**src/rtl/lgs_pkg.sv**
```systemverilog
// lgs_pkg: shared types, codes and constants of the life grid step unit.
// No dependencies; every other file of the block depends on this package.
`default_nettype none

package lgs_pkg;

   // Grid size limits (defaults for the top level parameters)
   localparam int MAX_WIDTH_DEF  = 64;
   localparam int MAX_HEIGHT_DEF = 32;

   // Payload field widths
   localparam int OP_W     = 2;
   localparam int ROW_W    = 5;
   localparam int COL_W    = 6;
   localparam int GRID_W_W = 7;
   localparam int GRID_H_W = 6;

   // Configuration port
   localparam int CSR_INDEX_W = 1;
   localparam int CSR_DATA_W  = GRID_W_W;
   localparam logic [CSR_INDEX_W-1:0] CSR_GRID_WIDTH  = 1'd0;
   localparam logic [CSR_INDEX_W-1:0] CSR_GRID_HEIGHT = 1'd1;

   localparam logic [GRID_W_W-1:0] GRID_WIDTH_RESET  = 7'd60;
   localparam logic [GRID_H_W-1:0] GRID_HEIGHT_RESET = 6'd30;

   // Operation codes
   localparam logic [OP_W-1:0] OP_WRITE   = 2'd0;
   localparam logic [OP_W-1:0] OP_READ    = 2'd1;
   localparam logic [OP_W-1:0] OP_ADVANCE = 2'd2;

   // B3/S23 rule
   localparam int NBR_CNT_W = 4;
   localparam logic [NBR_CNT_W-1:0] BIRTH_COUNT   = 4'd3;
   localparam logic [NBR_CNT_W-1:0] SURVIVE_COUNT = 4'd2;

   // Controller states
   typedef enum logic [2:0] {
      S_IDLE,
      S_CELL,
      S_ADV,
      S_DRAIN,
      S_DONE
   } state_type;

   // How an incoming transaction is handled
   typedef enum logic [1:0] {
      K_DIRECT,   // result known at accept
      K_CELL,     // one row read, optional write-back
      K_ADV       // full grid sweep
   } kind_type;

   typedef struct packed {
      logic accept;
      logic adv_step;
      logic cell_finish;
      logic load_out;
   } cmd_type;

   typedef struct packed {
      kind_type kind;
      logic     adv_last;
      logic     out_free;
   } status_type;

endpackage

`default_nettype wire

```
**src/rtl/lgs_channels.sv**
```systemverilog
// lgs_req_if / lgs_rsp_if: valid/ready channel interfaces of the life grid step unit.
// Depends on lgs_pkg for the field widths.
`default_nettype none

interface lgs_req_if;
   import lgs_pkg::*;

   logic             valid;
   logic             ready;
   logic [OP_W-1:0]  operation;
   logic [ROW_W-1:0] row_index;
   logic [COL_W-1:0] column_index;
   logic             write_alive;

   modport source (output valid, operation, row_index, column_index, write_alive,
                   input ready);
   modport sink   (input valid, operation, row_index, column_index, write_alive,
                   output ready);
endinterface

interface lgs_rsp_if;
   logic valid;
   logic ready;
   logic cell_alive;
   logic live_before;
   logic out_of_range;

   modport source (output valid, cell_alive, live_before, out_of_range, input ready);
   modport sink   (input valid, cell_alive, live_before, out_of_range, output ready);
endinterface

`default_nettype wire

```
**src/rtl/lgs_ram.sv**
```systemverilog
// lgs_ram: generic simple dual-port RAM, one write and one registered read port.
// Depends on lgs_pkg for default sizes only.
`default_nettype none

module lgs_ram #(
   parameter int WIDTH = lgs_pkg::MAX_WIDTH_DEF,
   parameter int DEPTH = lgs_pkg::MAX_HEIGHT_DEF
) (
   input  wire logic                     clock,
   input  wire logic                     wr_en,
   input  wire logic [$clog2(DEPTH)-1:0] wr_addr,
   input  wire logic [WIDTH-1:0]         wr_data,
   input  wire logic                     rd_en,
   input  wire logic [$clog2(DEPTH)-1:0] rd_addr,
   output logic      [WIDTH-1:0]         rd_data
);

   logic [WIDTH-1:0] mem_ff [DEPTH];
   logic [WIDTH-1:0] rd_data_ff;

   always_ff @(posedge clock) begin
      if (wr_en) begin
         mem_ff[wr_addr] <= wr_data;
      end
      if (rd_en) begin
         rd_data_ff <= mem_ff[rd_addr];
      end
   end

   assign rd_data = rd_data_ff;

endmodule

`default_nettype wire

```
**src/rtl/lgs_ctrl.sv**
```systemverilog
// lgs_ctrl: transaction sequencer of the life grid step unit.
// Depends on lgs_pkg (state, command and status types).
`default_nettype none

module lgs_ctrl (
   input  wire logic                clock,
   input  wire logic                reset,
   input  wire logic                req_valid,
   output logic                     req_ready,
   input  wire lgs_pkg::status_type status,
   output lgs_pkg::cmd_type         cmd
);
   import lgs_pkg::*;

   state_type state_ff;
   state_type state_in;

   // State register
   always_ff @(posedge clock) begin
      if (reset) begin
         state_ff <= S_IDLE;
      end else begin
         state_ff <= state_in;
      end
   end

   // Next state and commands
   always_comb begin
      state_in  = state_ff;
      cmd       = '0;
      req_ready = 1'b0;
      case (state_ff)
         S_IDLE: begin
            req_ready = 1'b1;
            if (req_valid) begin
               cmd.accept = 1'b1;
               case (status.kind)
                  K_CELL:  state_in = S_CELL;
                  K_ADV:   state_in = S_ADV;
                  default: state_in = S_DONE;
               endcase
            end
         end
         S_CELL: begin
            cmd.cell_finish = 1'b1;
            state_in        = S_DONE;
         end
         S_ADV: begin
            // one row read per cycle; the last step is past the bottom row and reads nothing
            cmd.adv_step = 1'b1;
            if (status.adv_last) begin
               state_in = S_DRAIN;
            end
         end
         S_DRAIN: begin
            state_in = S_DONE;
         end
         S_DONE: begin
            if (status.out_free) begin
               cmd.load_out = 1'b1;
               state_in     = S_IDLE;
            end
         end
         default: begin
            state_in = S_IDLE;
         end
      endcase
   end

   // Result is never pushed over one that has not been taken
   a_load_when_free: assert property (@(posedge clock) disable iff (reset)
      cmd.load_out |-> status.out_free)
      else $error("result loaded while output register still full");

   // Every accepted transaction takes the controller out of S_IDLE
   a_accept_busy: assert property (@(posedge clock) disable iff (reset)
      (req_valid && req_ready) |=> (state_ff != S_IDLE))
      else $error("controller idle right after an accept");

endmodule

`default_nettype wire

```
**src/rtl/lgs_datapath.sv**
```systemverilog
// lgs_datapath: grid row memory, B3/S23 row update lanes, config and result registers.
// Depends on lgs_pkg and lgs_ram.
`default_nettype none

module lgs_datapath #(
   parameter int MAX_WIDTH  = lgs_pkg::MAX_WIDTH_DEF,
   parameter int MAX_HEIGHT = lgs_pkg::MAX_HEIGHT_DEF
) (
   input  wire logic                              clock,
   input  wire logic                              reset,
   input  wire lgs_pkg::cmd_type                  cmd,
   output lgs_pkg::status_type                    status,
   input  wire logic [lgs_pkg::OP_W-1:0]          req_operation,
   input  wire logic [lgs_pkg::ROW_W-1:0]         req_row_index,
   input  wire logic [lgs_pkg::COL_W-1:0]         req_column_index,
   input  wire logic                              req_write_alive,
   input  wire logic                              csr_write_enable,
   input  wire logic [lgs_pkg::CSR_INDEX_W-1:0]   csr_index,
   input  wire logic [lgs_pkg::CSR_DATA_W-1:0]    csr_write_data,
   output logic                                   rsp_valid,
   input  wire logic                              rsp_ready,
   output logic                                   rsp_cell_alive,
   output logic                                   rsp_live_before,
   output logic                                   rsp_out_of_range
);
   import lgs_pkg::*;

   localparam int WCW = $clog2(MAX_WIDTH + 1);   // holds 0..MAX_WIDTH
   localparam int HCW = $clog2(MAX_HEIGHT + 1);  // holds 0..MAX_HEIGHT
   localparam int RAW = $clog2(MAX_HEIGHT);      // row address
   localparam int CIW = $clog2(MAX_WIDTH);       // column index

   // Configuration registers
   logic [GRID_W_W-1:0] grid_width_ff;
   logic [GRID_H_W-1:0] grid_height_ff;

   always_ff @(posedge clock) begin
      if (reset) begin
         grid_width_ff  <= GRID_WIDTH_RESET;
         grid_height_ff <= GRID_HEIGHT_RESET;
      end else if (csr_write_enable) begin
         case (csr_index)
            CSR_GRID_WIDTH:  grid_width_ff  <= csr_write_data;
            CSR_GRID_HEIGHT: grid_height_ff <= csr_write_data[GRID_H_W-1:0];
            default: ;
         endcase
      end
   end

   // Size in use, clipped to the storage limits
   logic [WCW-1:0]       w_eff;
   logic [HCW-1:0]       h_eff;
   logic [MAX_WIDTH-1:0] col_mask;

   always_comb begin
      if (32'(grid_width_ff) > 32'(MAX_WIDTH)) begin
         w_eff = WCW'(MAX_WIDTH);
      end else begin
         w_eff = WCW'(grid_width_ff);
      end
      if (32'(grid_height_ff) > 32'(MAX_HEIGHT)) begin
         h_eff = HCW'(MAX_HEIGHT);
      end else begin
         h_eff = HCW'(grid_height_ff);
      end
      for (int c = 0; c < MAX_WIDTH; c++) begin
         col_mask[c] = (c < int'(w_eff));
      end
   end

   // Request decode
   logic           req_row_ok;
   logic           req_col_ok;
   logic           req_is_cell;
   logic           req_oor;
   logic [RAW-1:0] req_row_addr;
   kind_type       req_kind;

   always_comb begin
      req_row_ok   = 32'(req_row_index) < 32'(h_eff);
      req_col_ok   = 32'(req_column_index) < 32'(w_eff);
      req_is_cell  = (req_operation == OP_WRITE) || (req_operation == OP_READ);
      req_oor      = req_is_cell && !(req_row_ok && req_col_ok);
      req_row_addr = RAW'(req_row_index);
      case (req_operation)
         OP_WRITE, OP_READ: req_kind = req_oor ? K_DIRECT : K_CELL;
         OP_ADVANCE:        req_kind = (w_eff == '0 || h_eff == '0) ? K_DIRECT : K_ADV;
         default:           req_kind = K_DIRECT;
      endcase
   end

   // Row storage; a row not yet written since reset reads as all dead
   logic [MAX_HEIGHT-1:0] row_valid_ff;
   logic                  ram_we;
   logic [RAW-1:0]        ram_waddr;
   logic [MAX_WIDTH-1:0]  ram_wdata;
   logic                  ram_re;
   logic [RAW-1:0]        ram_raddr;
   logic [MAX_WIDTH-1:0]  ram_rdata;

   lgs_ram #(
      .WIDTH (MAX_WIDTH),
      .DEPTH (MAX_HEIGHT)
   ) u_rows (
      .clock   (clock),
      .wr_en   (ram_we),
      .wr_addr (ram_waddr),
      .wr_data (ram_wdata),
      .rd_en   (ram_re),
      .rd_addr (ram_raddr),
      .rd_data (ram_rdata)
   );

   always_ff @(posedge clock) begin
      if (reset) begin
         row_valid_ff <= '0;
      end else if (ram_we) begin
         row_valid_ff[ram_waddr] <= 1'b1;
      end
   end

   // Latched cell transaction
   logic [OP_W-1:0] op_ff;
   logic [RAW-1:0]  row_ff;
   logic [CIW-1:0]  col_ff;
   logic            wval_ff;
   logic            cell_vld_ff;

   // Advance sweep state
   logic [HCW-1:0]       rd_row_ff;
   logic                 rd_row_lt;
   logic                 pend_ff;
   logic [HCW-1:0]       pend_row_ff;
   logic                 pend_beyond_ff;
   logic                 pend_vld_ff;
   logic [MAX_WIDTH-1:0] above_ff;
   logic [MAX_WIDTH-1:0] cur_ff;
   logic [MAX_WIDTH-1:0] cur_raw_ff;

   // Result registers
   logic res_cell_ff;
   logic res_any_ff;
   logic res_oor_ff;

   assign rd_row_lt = rd_row_ff < h_eff;

   // Incoming row of the sweep, bottom neighbor of the row being updated
   logic [MAX_WIDTH-1:0] raw_row;
   logic [MAX_WIDTH-1:0] below_row;
   logic [MAX_WIDTH-1:0] next_row;

   assign raw_row   = pend_vld_ff ? ram_rdata : '0;
   assign below_row = pend_beyond_ff ? '0 : (raw_row & col_mask);

   // B3/S23 update lanes, one per column
   always_comb begin
      logic [MAX_WIDTH+1:0] a_ext;
      logic [MAX_WIDTH+1:0] c_ext;
      logic [MAX_WIDTH+1:0] b_ext;
      logic [NBR_CNT_W-1:0] n;
      a_ext = {1'b0, above_ff, 1'b0};
      c_ext = {1'b0, cur_ff, 1'b0};
      b_ext = {1'b0, below_row, 1'b0};
      for (int c = 0; c < MAX_WIDTH; c++) begin
         n = NBR_CNT_W'(a_ext[c]) + NBR_CNT_W'(a_ext[c+1]) + NBR_CNT_W'(a_ext[c+2])
           + NBR_CNT_W'(c_ext[c]) + NBR_CNT_W'(c_ext[c+2])
           + NBR_CNT_W'(b_ext[c]) + NBR_CNT_W'(b_ext[c+1]) + NBR_CNT_W'(b_ext[c+2]);
         next_row[c] = col_mask[c]
                     && ((n == BIRTH_COUNT) || (cur_ff[c] && (n == SURVIVE_COUNT)));
      end
   end

   // Row write-back of the sweep and of a cell write
   logic                 adv_we;
   logic [HCW-1:0]       adv_wrow;
   logic                 cell_we;
   logic [MAX_WIDTH-1:0] cell_row;
   logic [MAX_WIDTH-1:0] cell_wdata;

   always_comb begin
      adv_we     = pend_ff && (pend_row_ff != '0);
      adv_wrow   = pend_row_ff - HCW'(1);
      cell_row   = cell_vld_ff ? ram_rdata : '0;
      cell_we    = cmd.cell_finish && (op_ff == OP_WRITE);
      cell_wdata = cell_row;
      cell_wdata[col_ff] = wval_ff;
      ram_we    = adv_we || cell_we;
      ram_waddr = cell_we ? row_ff : RAW'(adv_wrow);
      ram_wdata = cell_we ? cell_wdata : ((cur_raw_ff & ~col_mask) | next_row);
      ram_re    = (cmd.accept && (req_kind == K_CELL)) || (cmd.adv_step && rd_row_lt);
      ram_raddr = cmd.accept ? req_row_addr : RAW'(rd_row_ff);
   end

   // Transaction latch, sweep control and results
   always_ff @(posedge clock) begin
      if (reset) begin
         pend_ff <= 1'b0;
      end else begin
         pend_ff <= cmd.adv_step;
      end

      // cur_ff is cleared to stand for the empty row above row 0; it moves to above_ff at the first window shift
      if (cmd.accept) begin
         op_ff       <= req_operation;
         row_ff      <= req_row_addr;
         col_ff      <= CIW'(req_column_index);
         wval_ff     <= req_write_alive;
         cell_vld_ff <= req_row_ok && row_valid_ff[req_row_addr];
         res_cell_ff <= 1'b0;
         res_any_ff  <= 1'b0;
         res_oor_ff  <= req_oor;
         rd_row_ff   <= '0;
         cur_ff      <= '0;
      end

      if (cmd.adv_step) begin
         pend_row_ff    <= rd_row_ff;
         pend_beyond_ff <= !rd_row_lt;
         pend_vld_ff    <= rd_row_lt && row_valid_ff[RAW'(rd_row_ff)];
         rd_row_ff      <= rd_row_ff + HCW'(1);
      end

      // shift the three-row window down by one
      if (pend_ff) begin
         above_ff   <= cur_ff;
         cur_ff     <= below_row;
         cur_raw_ff <= raw_row;
         if (|below_row) begin
            res_any_ff <= 1'b1;
         end
      end

      if (cmd.cell_finish) begin
         res_cell_ff <= (op_ff == OP_READ) && cell_row[col_ff];
      end
   end

   // Output register
   logic out_valid_ff;
   logic out_cell_ff;
   logic out_any_ff;
   logic out_oor_ff;

   always_ff @(posedge clock) begin
      if (reset) begin
         out_valid_ff <= 1'b0;
      end else if (cmd.load_out) begin
         out_valid_ff <= 1'b1;
      end else if (rsp_ready) begin
         out_valid_ff <= 1'b0;
      end
      if (cmd.load_out) begin
         out_cell_ff <= res_cell_ff;
         out_any_ff  <= res_any_ff;
         out_oor_ff  <= res_oor_ff;
      end
   end

   assign rsp_valid        = out_valid_ff;
   assign rsp_cell_alive   = out_cell_ff;
   assign rsp_live_before  = out_any_ff;
   assign rsp_out_of_range = out_oor_ff;

   // Status to the controller
   always_comb begin
      status.kind     = req_kind;
      status.adv_last = (rd_row_ff == h_eff);
      status.out_free = !out_valid_ff || rsp_ready;
   end

   // Sweep write-back and cell write-back never collide on the write port
   a_single_writer: assert property (@(posedge clock) disable iff (reset)
      !(adv_we && cell_we))
      else $error("sweep and cell write in the same cycle");

   // The sweep writes only rows inside the grid in use
   a_sweep_in_grid: assert property (@(posedge clock) disable iff (reset)
      adv_we |-> (adv_wrow < h_eff))
      else $error("sweep wrote a row outside the grid in use");

endmodule

`default_nettype wire

```
**src/rtl/life_automaton_grid_step_unit.sv**
```systemverilog
// life_automaton_grid_step_unit: top level of the bounded B3/S23 life grid.
// Depends on lgs_pkg, lgs_channels, lgs_ctrl, lgs_datapath (and lgs_ram below it).
//
//   channel    direction  handshake            payload
//   req_chan   in         valid/ready          operation, row_index, column_index,
//                                              write_alive
//   rsp_chan   out        valid/ready          cell_alive, live_before, out_of_range
//   csr_*      in         write enable only    csr_index, csr_write_data
//
// Cell read/write: accept with row read, then row write-back for a write, then result load.
// Advance: one row word per cycle through the single read port of the row RAM;
// zero-size grids and bad indexes go from accept straight to the result load.
// Reset clears the grid at once through per-row valid bits and sets 60 x 30.
// A result waits in the output register; the next transaction is accepted and
// runs, and only its result load waits for the output register to empty.
`default_nettype none

module life_automaton_grid_step_unit #(
   parameter int MAX_WIDTH  = lgs_pkg::MAX_WIDTH_DEF,
   parameter int MAX_HEIGHT = lgs_pkg::MAX_HEIGHT_DEF
) (
   input  wire logic                            clock,
   input  wire logic                            reset,
   lgs_req_if.sink                              req_chan,
   lgs_rsp_if.source                            rsp_chan,
   input  wire logic                            csr_write_enable,
   input  wire logic [lgs_pkg::CSR_INDEX_W-1:0] csr_index,
   input  wire logic [lgs_pkg::CSR_DATA_W-1:0]  csr_write_data
);
   import lgs_pkg::*;

   cmd_type    cmd;
   status_type status;
   logic       req_ready;
   logic       rsp_valid;
   logic       rsp_cell_alive;
   logic       rsp_live_before;
   logic       rsp_out_of_range;

   lgs_ctrl u_ctrl (
      .clock     (clock),
      .reset     (reset),
      .req_valid (req_chan.valid),
      .req_ready (req_ready),
      .status    (status),
      .cmd       (cmd)
   );

   lgs_datapath #(
      .MAX_WIDTH  (MAX_WIDTH),
      .MAX_HEIGHT (MAX_HEIGHT)
   ) u_datapath (
      .clock            (clock),
      .reset            (reset),
      .cmd              (cmd),
      .status           (status),
      .req_operation    (req_chan.operation),
      .req_row_index    (req_chan.row_index),
      .req_column_index (req_chan.column_index),
      .req_write_alive  (req_chan.write_alive),
      .csr_write_enable (csr_write_enable),
      .csr_index        (csr_index),
      .csr_write_data   (csr_write_data),
      .rsp_valid        (rsp_valid),
      .rsp_ready        (rsp_chan.ready),
      .rsp_cell_alive   (rsp_cell_alive),
      .rsp_live_before  (rsp_live_before),
      .rsp_out_of_range (rsp_out_of_range)
   );

   assign req_chan.ready        = req_ready;
   assign rsp_chan.valid        = rsp_valid;
   assign rsp_chan.cell_alive   = rsp_cell_alive;
   assign rsp_chan.live_before  = rsp_live_before;
   assign rsp_chan.out_of_range = rsp_out_of_range;

endmodule

`default_nettype wire
```
**src/flat_wrapper.sv**
```systemverilog
// flat-port wrapper written by rule: the top's interface ports become plain ports
module life_automaton_grid_step_unit_flat import lgs_pkg::*;
#(
   parameter int MAX_WIDTH  = lgs_pkg::MAX_WIDTH_DEF,
   parameter int MAX_HEIGHT = lgs_pkg::MAX_HEIGHT_DEF
)
  (clock, reset, csr_write_enable, csr_index, csr_write_data, req_chan_valid, req_chan_operation, req_chan_row_index, req_chan_column_index, req_chan_write_alive, req_chan_ready, rsp_chan_valid, rsp_chan_cell_alive, rsp_chan_live_before, rsp_chan_out_of_range, rsp_chan_ready);
  lgs_req_if req_chan_i ();
  lgs_rsp_if rsp_chan_i ();
  input  wire logic clock;
  input  wire logic reset;
  input  wire logic csr_write_enable;
  input  wire logic [lgs_pkg::CSR_INDEX_W-1:0] csr_index;
  input  wire logic [lgs_pkg::CSR_DATA_W-1:0] csr_write_data;
  input wire logic [$bits(req_chan_i.valid)-1:0] req_chan_valid;
  input wire logic [$bits(req_chan_i.operation)-1:0] req_chan_operation;
  input wire logic [$bits(req_chan_i.row_index)-1:0] req_chan_row_index;
  input wire logic [$bits(req_chan_i.column_index)-1:0] req_chan_column_index;
  input wire logic [$bits(req_chan_i.write_alive)-1:0] req_chan_write_alive;
  output wire logic [$bits(req_chan_i.ready)-1:0] req_chan_ready;
  output wire logic [$bits(rsp_chan_i.valid)-1:0] rsp_chan_valid;
  output wire logic [$bits(rsp_chan_i.cell_alive)-1:0] rsp_chan_cell_alive;
  output wire logic [$bits(rsp_chan_i.live_before)-1:0] rsp_chan_live_before;
  output wire logic [$bits(rsp_chan_i.out_of_range)-1:0] rsp_chan_out_of_range;
  input wire logic [$bits(rsp_chan_i.ready)-1:0] rsp_chan_ready;
  assign req_chan_i.valid = req_chan_valid;
  assign req_chan_i.operation = req_chan_operation;
  assign req_chan_i.row_index = req_chan_row_index;
  assign req_chan_i.column_index = req_chan_column_index;
  assign req_chan_i.write_alive = req_chan_write_alive;
  assign req_chan_ready = req_chan_i.ready;
  assign rsp_chan_valid = rsp_chan_i.valid;
  assign rsp_chan_cell_alive = rsp_chan_i.cell_alive;
  assign rsp_chan_live_before = rsp_chan_i.live_before;
  assign rsp_chan_out_of_range = rsp_chan_i.out_of_range;
  assign rsp_chan_i.ready = rsp_chan_ready;
  life_automaton_grid_step_unit #(.MAX_WIDTH(MAX_WIDTH), .MAX_HEIGHT(MAX_HEIGHT)) u_core (.clock(clock), .reset(reset), .req_chan(req_chan_i), .rsp_chan(rsp_chan_i), .csr_write_enable(csr_write_enable), .csr_index(csr_index), .csr_write_data(csr_write_data));
endmodule
```
**config.mk**
```make
export PLATFORM = sky130hd
export DESIGN_NAME = life_automaton_grid_step_unit_flat
export DESIGN_NICKNAME = d
export VERILOG_FILES = /design/src/rtl/lgs_pkg.sv /design/src/rtl/lgs_channels.sv /design/src/rtl/lgs_ram.sv /design/src/rtl/lgs_ctrl.sv /design/src/rtl/lgs_datapath.sv /design/src/rtl/life_automaton_grid_step_unit.sv /design/src/flat_wrapper.sv
export SDC_FILE = /design/constraint.sdc
export NUM_CORES = 2
export LEC_CHECK = 0
export BUFFER_PORTS_ARGS = -buffer_cell sky130_fd_sc_hd__buf_2
export CORE_MARGIN = 2
export CORE_UTILIZATION = 40
export CTS_BUF_LIST = sky130_fd_sc_hd__clkbuf_16
export CTS_CLUSTER_DIAMETER = 150
export DETAILED_ROUTE_END_ITERATION = 7
export PLACE_DENSITY = 0.66
export SLEW_MARGIN = 20
export SYNTH_ARGS = -nofsm -noshare
export SYNTH_HDL_FRONTEND = slang
export SYNTH_SLANG_ARGS = --single-unit
```
**constraint.sdc**
```tcl
create_clock -name clock -period 14 [get_ports clock]
set_input_delay 1.4 -clock clock [delete_from_list [all_inputs] [get_ports clock]]
set_output_delay 1.4 -clock clock [all_outputs]
set_load 0.1 [all_outputs]
```
==> impl_metrics.xml <==
<?xml version="1.0" encoding="UTF-8"?>
<metrics>
  <group name="yosys">
    <metric name="post_synth_instance_area" unit="sq mm">0.106</metric>
    <metric name="synth_async_sr_flop_share" unit="">0</metric>
    <metric name="ys_warn_count" unit="">0</metric>
    <metric name="mappedNetlistNets" unit="">7702</metric>
    <metric name="yosys-top-cells-area" unit="">sky130_fd_sc_hd__edfxtp_1, sky130_fd_sc_hd__fa_1, sky130_fd_sc_hd__nand2_1, sky130_fd_sc_hd__mux4_2, sky130_fd_sc_hd__ha_1</metric>
    <metric name="seq_total_area_yosys" unit="">0.674</metric>
    <metric name="synth_top_cell_by_area" unit="">sky130_fd_sc_hd__edfxtp_1</metric>
    <metric name="unique_cell_type_count_in_the_yosys_netlist" unit="">76</metric>
    <metric name="synth.top_cell.area_share" unit="">0.664</metric>
    <metric name="synth_seq_cells" unit="">2389</metric>
    <metric name="synth-main-ff-cell" unit="">sky130_fd_sc_hd__edfxtp_1</metric>
    <metric name="synth_enable_flop_cells" unit="">2338</metric>
    <metric name="postSynthCellCount" unit="">7216</metric>
    <metric name="post_synth.cell_area_avg" unit="sq um">14.6</metric>
  </group>
  <group name="global_route">
    <metric name="grt_usage" unit="">0.234</metric>
    <metric name="maximum_number_of_pins_on_one_net_before_global_route_repair" unit="">131</metric>
    <metric name="globalRoute.totalOverflow" unit="">0</metric>
    <metric name="grt_antenna_before_repair" unit="">7</metric>
    <metric name="first_global_vias" unit="">64039</metric>
    <metric name="grt_first_pass_wirelength" unit="microns">459000</metric>
  </group>
  <group name="timing">
    <metric name="fin_skew" unit="ps">73.8</metric>
    <metric name="final.setup.tns" unit="ps">0</metric>
    <metric name="final-max-slew-violation-count" unit="">0</metric>
    <metric name="worst_slew_margin_rel" unit="">0.166</metric>
    <metric name="setup_viol" unit="">0</metric>
    <metric name="tightest_slew" unit="ps">1240</metric>
    <metric name="finalCritPeriodShare" unit="">0.453</metric>
    <metric name="finalHoldViolations" unit="">0</metric>
    <metric name="finalWorstPathRequiredPeriod" unit="ps">6340</metric>
    <metric name="setup_repair_after_global_routing_missed_its_margin" unit="">false</metric>
    <metric name="max_freq" unit="MHz">158</metric>
  </group>
  <group name="detailed_routing">
    <metric name="detail_route.wl_per_cell" unit="microns">29.2</metric>
    <metric name="num_vias" unit="">66799</metric>
    <metric name="initialDrtViolationCount" unit="">10464</metric>
    <metric name="drtPass1Iterations" unit="">6</metric>
    <metric name="wirelength" unit="microns">322000</metric>
    <metric name="via_per_inst" unit="">6.07</metric>
    <metric name="drt_drc_violations_left" unit="">0</metric>
    <metric name="final_antenna_net_count" unit="">0</metric>
  </group>
  <group name="cts">
    <metric name="root_buffer_master" unit="">sky130_fd_sc_hd__clkbuf_16</metric>
    <metric name="post_cts_hold_buffer_count" unit="">0</metric>
    <metric name="postCtsSetupBuffers" unit="">0</metric>
    <metric name="ctsHtreeMaxLevel" unit="">4</metric>
    <metric name="numCtsBuffers" unit="">234</metric>
    <metric name="clock_tree.buffer_depth" unit="">3</metric>
    <metric name="cts_tree" unit="">yes</metric>
    <metric name="cts_num_sinks" unit="">2389</metric>
    <metric name="clk_pin_slew" unit="ps">60</metric>
    <metric name="clock_latency_reported_for_the_late_side_of_the_worst_skew_pair" unit="ps">910</metric>
    <metric name="cts_repair_resize_count" unit="">0</metric>
  </group>
  <group name="placed_design">
    <metric name="placed_cells" unit="">10562</metric>
    <metric name="place.gp.congestion" unit="">0.953</metric>
    <metric name="postPlaceCellArea" unit="sq mm">0.111</metric>
    <metric name="io_buffers" unit="">31</metric>
    <metric name="detailedPlacementHpwl" unit="microns">184000</metric>
  </group>
  <group name="power_and_ir_drop">
    <metric name="power.density" unit="mW/mm^2">148</metric>
    <metric name="static_power_due_to_leakage" unit="nW">41.6</metric>
    <metric name="ir_drop_worst_vdd" unit="mV">0.113</metric>
  </group>
  <group name="setup_path">
    <metric name="crit_slowest_cell" unit="">sky130_fd_sc_hd__dfxtp_1</metric>
    <metric name="worst_ep_arrival_time" unit="ps">6940</metric>
    <metric name="worst-setup-path-type" unit="">reg2reg</metric>
    <metric name="crit_path_max_fanout" unit="">32</metric>
    <metric name="required" unit="ps">14600</metric>
    <metric name="setup.reg_to_reg.worst_slack" unit="ps">7660</metric>
    <metric name="slowest_delay" unit="ps">1010</metric>
    <metric name="setup.worst_path.end_class" unit="">register</metric>
    <metric name="worstPathCellList" unit="">nand2_1, o21ai_0, nand3_1, fa_1, fa_1, inv_1, ha_1, fa_1, nand3_1, o21ai_0, a221oi_1, a21oi_2, buf_4</metric>
    <metric name="timing.critical_path.from_type" unit="">register</metric>
    <metric name="worst_path_most_repeated_cell" unit="">sky130_fd_sc_hd__fa_1</metric>
    <metric name="cp_top_family" unit="">adder cells</metric>
    <metric name="critPathBufInv" unit="">2</metric>
  </group>
  <group name="cells_and_area">
    <metric name="fin_cells" unit="">11009</metric>
    <metric name="nNetsFinal" unit="">7771</metric>
    <metric name="finalInstanceArea" unit="sq mm">0.118</metric>
    <metric name="filler_cells_inserted" unit="">22710</metric>
    <metric name="areaGrowthSynthToFinish" unit="%">11.9</metric>
    <metric name="final_layout_size_suffix_gt1_frac" unit="">0.124</metric>
  </group>
  <group name="die">
    <metric name="boundaryPins" unit="">32</metric>
    <metric name="chipWidth" unit="microns">518</metric>
    <metric name="coreArea" unit="sq mm">0.263</metric>
    <metric name="fp-row-count" unit="">188</metric>
    <metric name="chipHeight" unit="microns">518</metric>
    <metric name="die_area" unit="sq mm">0.268</metric>
    <metric name="initial_utilization" unit="">0.403</metric>
  </group>
  <group name="run">
    <metric name="drv.max_cap_violation_count" unit="">0</metric>
  </group>
  <group name="worst_hold_path">
    <metric name="holdCritPathClass" unit="">reg2reg</metric>
  </group>
  <group name="outcome">
    <metric name="status" unit="">finished, final reports clean</metric>
  </group>
</metrics>
## metal layers
metal | track usage | vias to the layer above | wire length [microns]
met4 | 0.0945 | 2 | 14400
met3 | 0.0449 | 769 | 37300
met5 | 0 | - | 12
met1 | 0.320 | 34141 | 121000
li1 | - | 27492 | -
met2 | 0.369 | 4395 | 148000
## cells in the final DEF (no fill, tap or decap), drive strengths merged, types with 10 or more instances in the layout
master,instances
or2,11
mux4,180
fa,252
mux2i,253
o21ai,193
clkbuf,234
o21a,35
a31oi,204
a22oi,40
nor3,27
dfxtp,51
nor2b,14
nand3,284
o22ai,45
o2111ai,53
a221oi,129
nor2,283
and3,122
a211oi,12
bufinv,21
inv,398
o221ai,10
and2,69
buf,240
clkinv,120
nand2b,18
o211ai,43
a21oi,257
a32oi,71
nand2,1092
ha,207
nand4,40
edfxtp,2338
a311oi,47
## per-stage QoR
stage | setup WS (ps) | hold WS, ps | power, W | utilization
finish | 7660 | 426 | 0.0176 | 0.451
detailed placement | 7820 | 407 | 0.0114 | 0.421
floorplan | 6970 | 400 | 0.0104 | -
global route | 7590 | 430 | 0.0181 | 0.450
global placement | 7830 | 403 | 0.0113 | 0.421
CTS | 7850 | 428 | 0.0175 | 0.450
## layout make-up
type / count / area (sq um) / share of cell area
clock buffer: 234 / 5860 / 0.0495
timing repair buffer: 240 / 1840 / 0.0156
clock inverter: 204 / 1710 / 0.0144
antenna: 7 / 17.5 / 0.000148
multi-input combinational: 4077 / 31900 / 0.270
inverter: 343 / 1290 / 0.0110
tap: 3515 / 4400 / 0.0372
sequential: 2389 / 71200 / 0.602
## power breakdown
| part | switching (W) | leakage, nW | internal, W |
|---|---|---|---|
| combinational | 0.00198 | 15.9 | 0.000820 |
| sequential | 0.000142 | 21.8 | 0.00842 |
| clock | 0.00277 | 3.87 | 0.00343 |
| total | 0.00489 | 41.6 | 0.0127 |
## cell usage after synthesis (21+ instances only)
cell type	number
sky130_fd_sc_hd__a221oi_1	105
sky130_fd_sc_hd__fa_1	252
sky130_fd_sc_hd__inv_1	342
sky130_fd_sc_hd__a31oi_1	204
sky130_fd_sc_hd__a21oi_1	257
sky130_fd_sc_hd__ha_1	207
sky130_fd_sc_hd__clkbuf_1	214
sky130_fd_sc_hd__buf_2	96
sky130_fd_sc_hd__nor3_1	27
sky130_fd_sc_hd__a311oi_1	47
sky130_fd_sc_hd__dfxtp_1	51
sky130_fd_sc_hd__a22oi_1	40
sky130_fd_sc_hd__o211ai_1	43
sky130_fd_sc_hd__a221oi_2	24
sky130_fd_sc_hd__a32oi_1	71
sky130_fd_sc_hd__buf_6	21
sky130_fd_sc_hd__and3_1	122
sky130_fd_sc_hd__o2111ai_1	53
sky130_fd_sc_hd__buf_1	28
sky130_fd_sc_hd__nor2_1	280
sky130_fd_sc_hd__nand3_1	284
sky130_fd_sc_hd__mux2i_1	251
sky130_fd_sc_hd__o21ai_0	193
sky130_fd_sc_hd__nand2_1	1091
sky130_fd_sc_hd__nand4_1	40
sky130_fd_sc_hd__buf_4	38
sky130_fd_sc_hd__mux4_2	180
sky130_fd_sc_hd__o22ai_1	45
sky130_fd_sc_hd__o21a_1	35
sky130_fd_sc_hd__edfxtp_1	2338
sky130_fd_sc_hd__and2_1	69
## worst register-to-register path, cell delays in order, from the launching register on
cell and delay [ps]:
sky130_fd_sc_hd__dfxtp_1 1010, sky130_fd_sc_hd__nand2_1 710, sky130_fd_sc_hd__o21ai_0 650, sky130_fd_sc_hd__nand3_1 520, sky130_fd_sc_hd__fa_1 670, sky130_fd_sc_hd__fa_1 490, sky130_fd_sc_hd__inv_1 40, sky130_fd_sc_hd__ha_1 200
sky130_fd_sc_hd__fa_1 380, sky130_fd_sc_hd__nand3_1 90, sky130_fd_sc_hd__o21ai_0 160, sky130_fd_sc_hd__a221oi_1 700, sky130_fd_sc_hd__a21oi_2 130, sky130_fd_sc_hd__buf_4 280
## registers in the layout, indices dropped and copies added, names as in the netlist, 7 cells and up
signal,cells
u_core.u_datapath.above_ff,64
u_core.u_datapath.cur_raw_ff,64
u_core.u_datapath.u_rows.mem_ff,2048
u_core.u_datapath.u_rows.rd_data,64
u_core.u_datapath.grid_width_ff,7
u_core.u_datapath.cur_ff,64
u_core.u_datapath.row_valid_ff,32
## kinds of logic after synthesis
group / Yosys count / synth area share
AOI/OAI and AO/OA: 1165 / 0.0745
xor gates and xnor gates: 7 / 0.000580
DFF: 2389 / 0.674
muxes: 441 / 0.0633
adders and majority gates: 460 / 0.0723
buffers and inverters: 750 / 0.0319
and+or+nand+nor: 2004 / 0.0834
## worst paths after layout
path / depth (start not counted) / to / from
worst max-delay path: 13 / u_core.u_datapath.u_rows.mem_ff[25][25] / u_core.u_datapath.grid_width_ff[3]
worst min-delay path: 0 / u_core.u_datapath.rsp_cell_alive / u_core.u_datapath.res_cell_ff
worst max register to register: 13 / u_core.u_datapath.u_rows.mem_ff[25][25] / u_core.u_datapath.grid_width_ff[3]
worst min register to register: 0 / u_core.u_datapath.rsp_cell_alive / u_core.u_datapath.res_cell_ff
(Power assumes the default switching activity.)
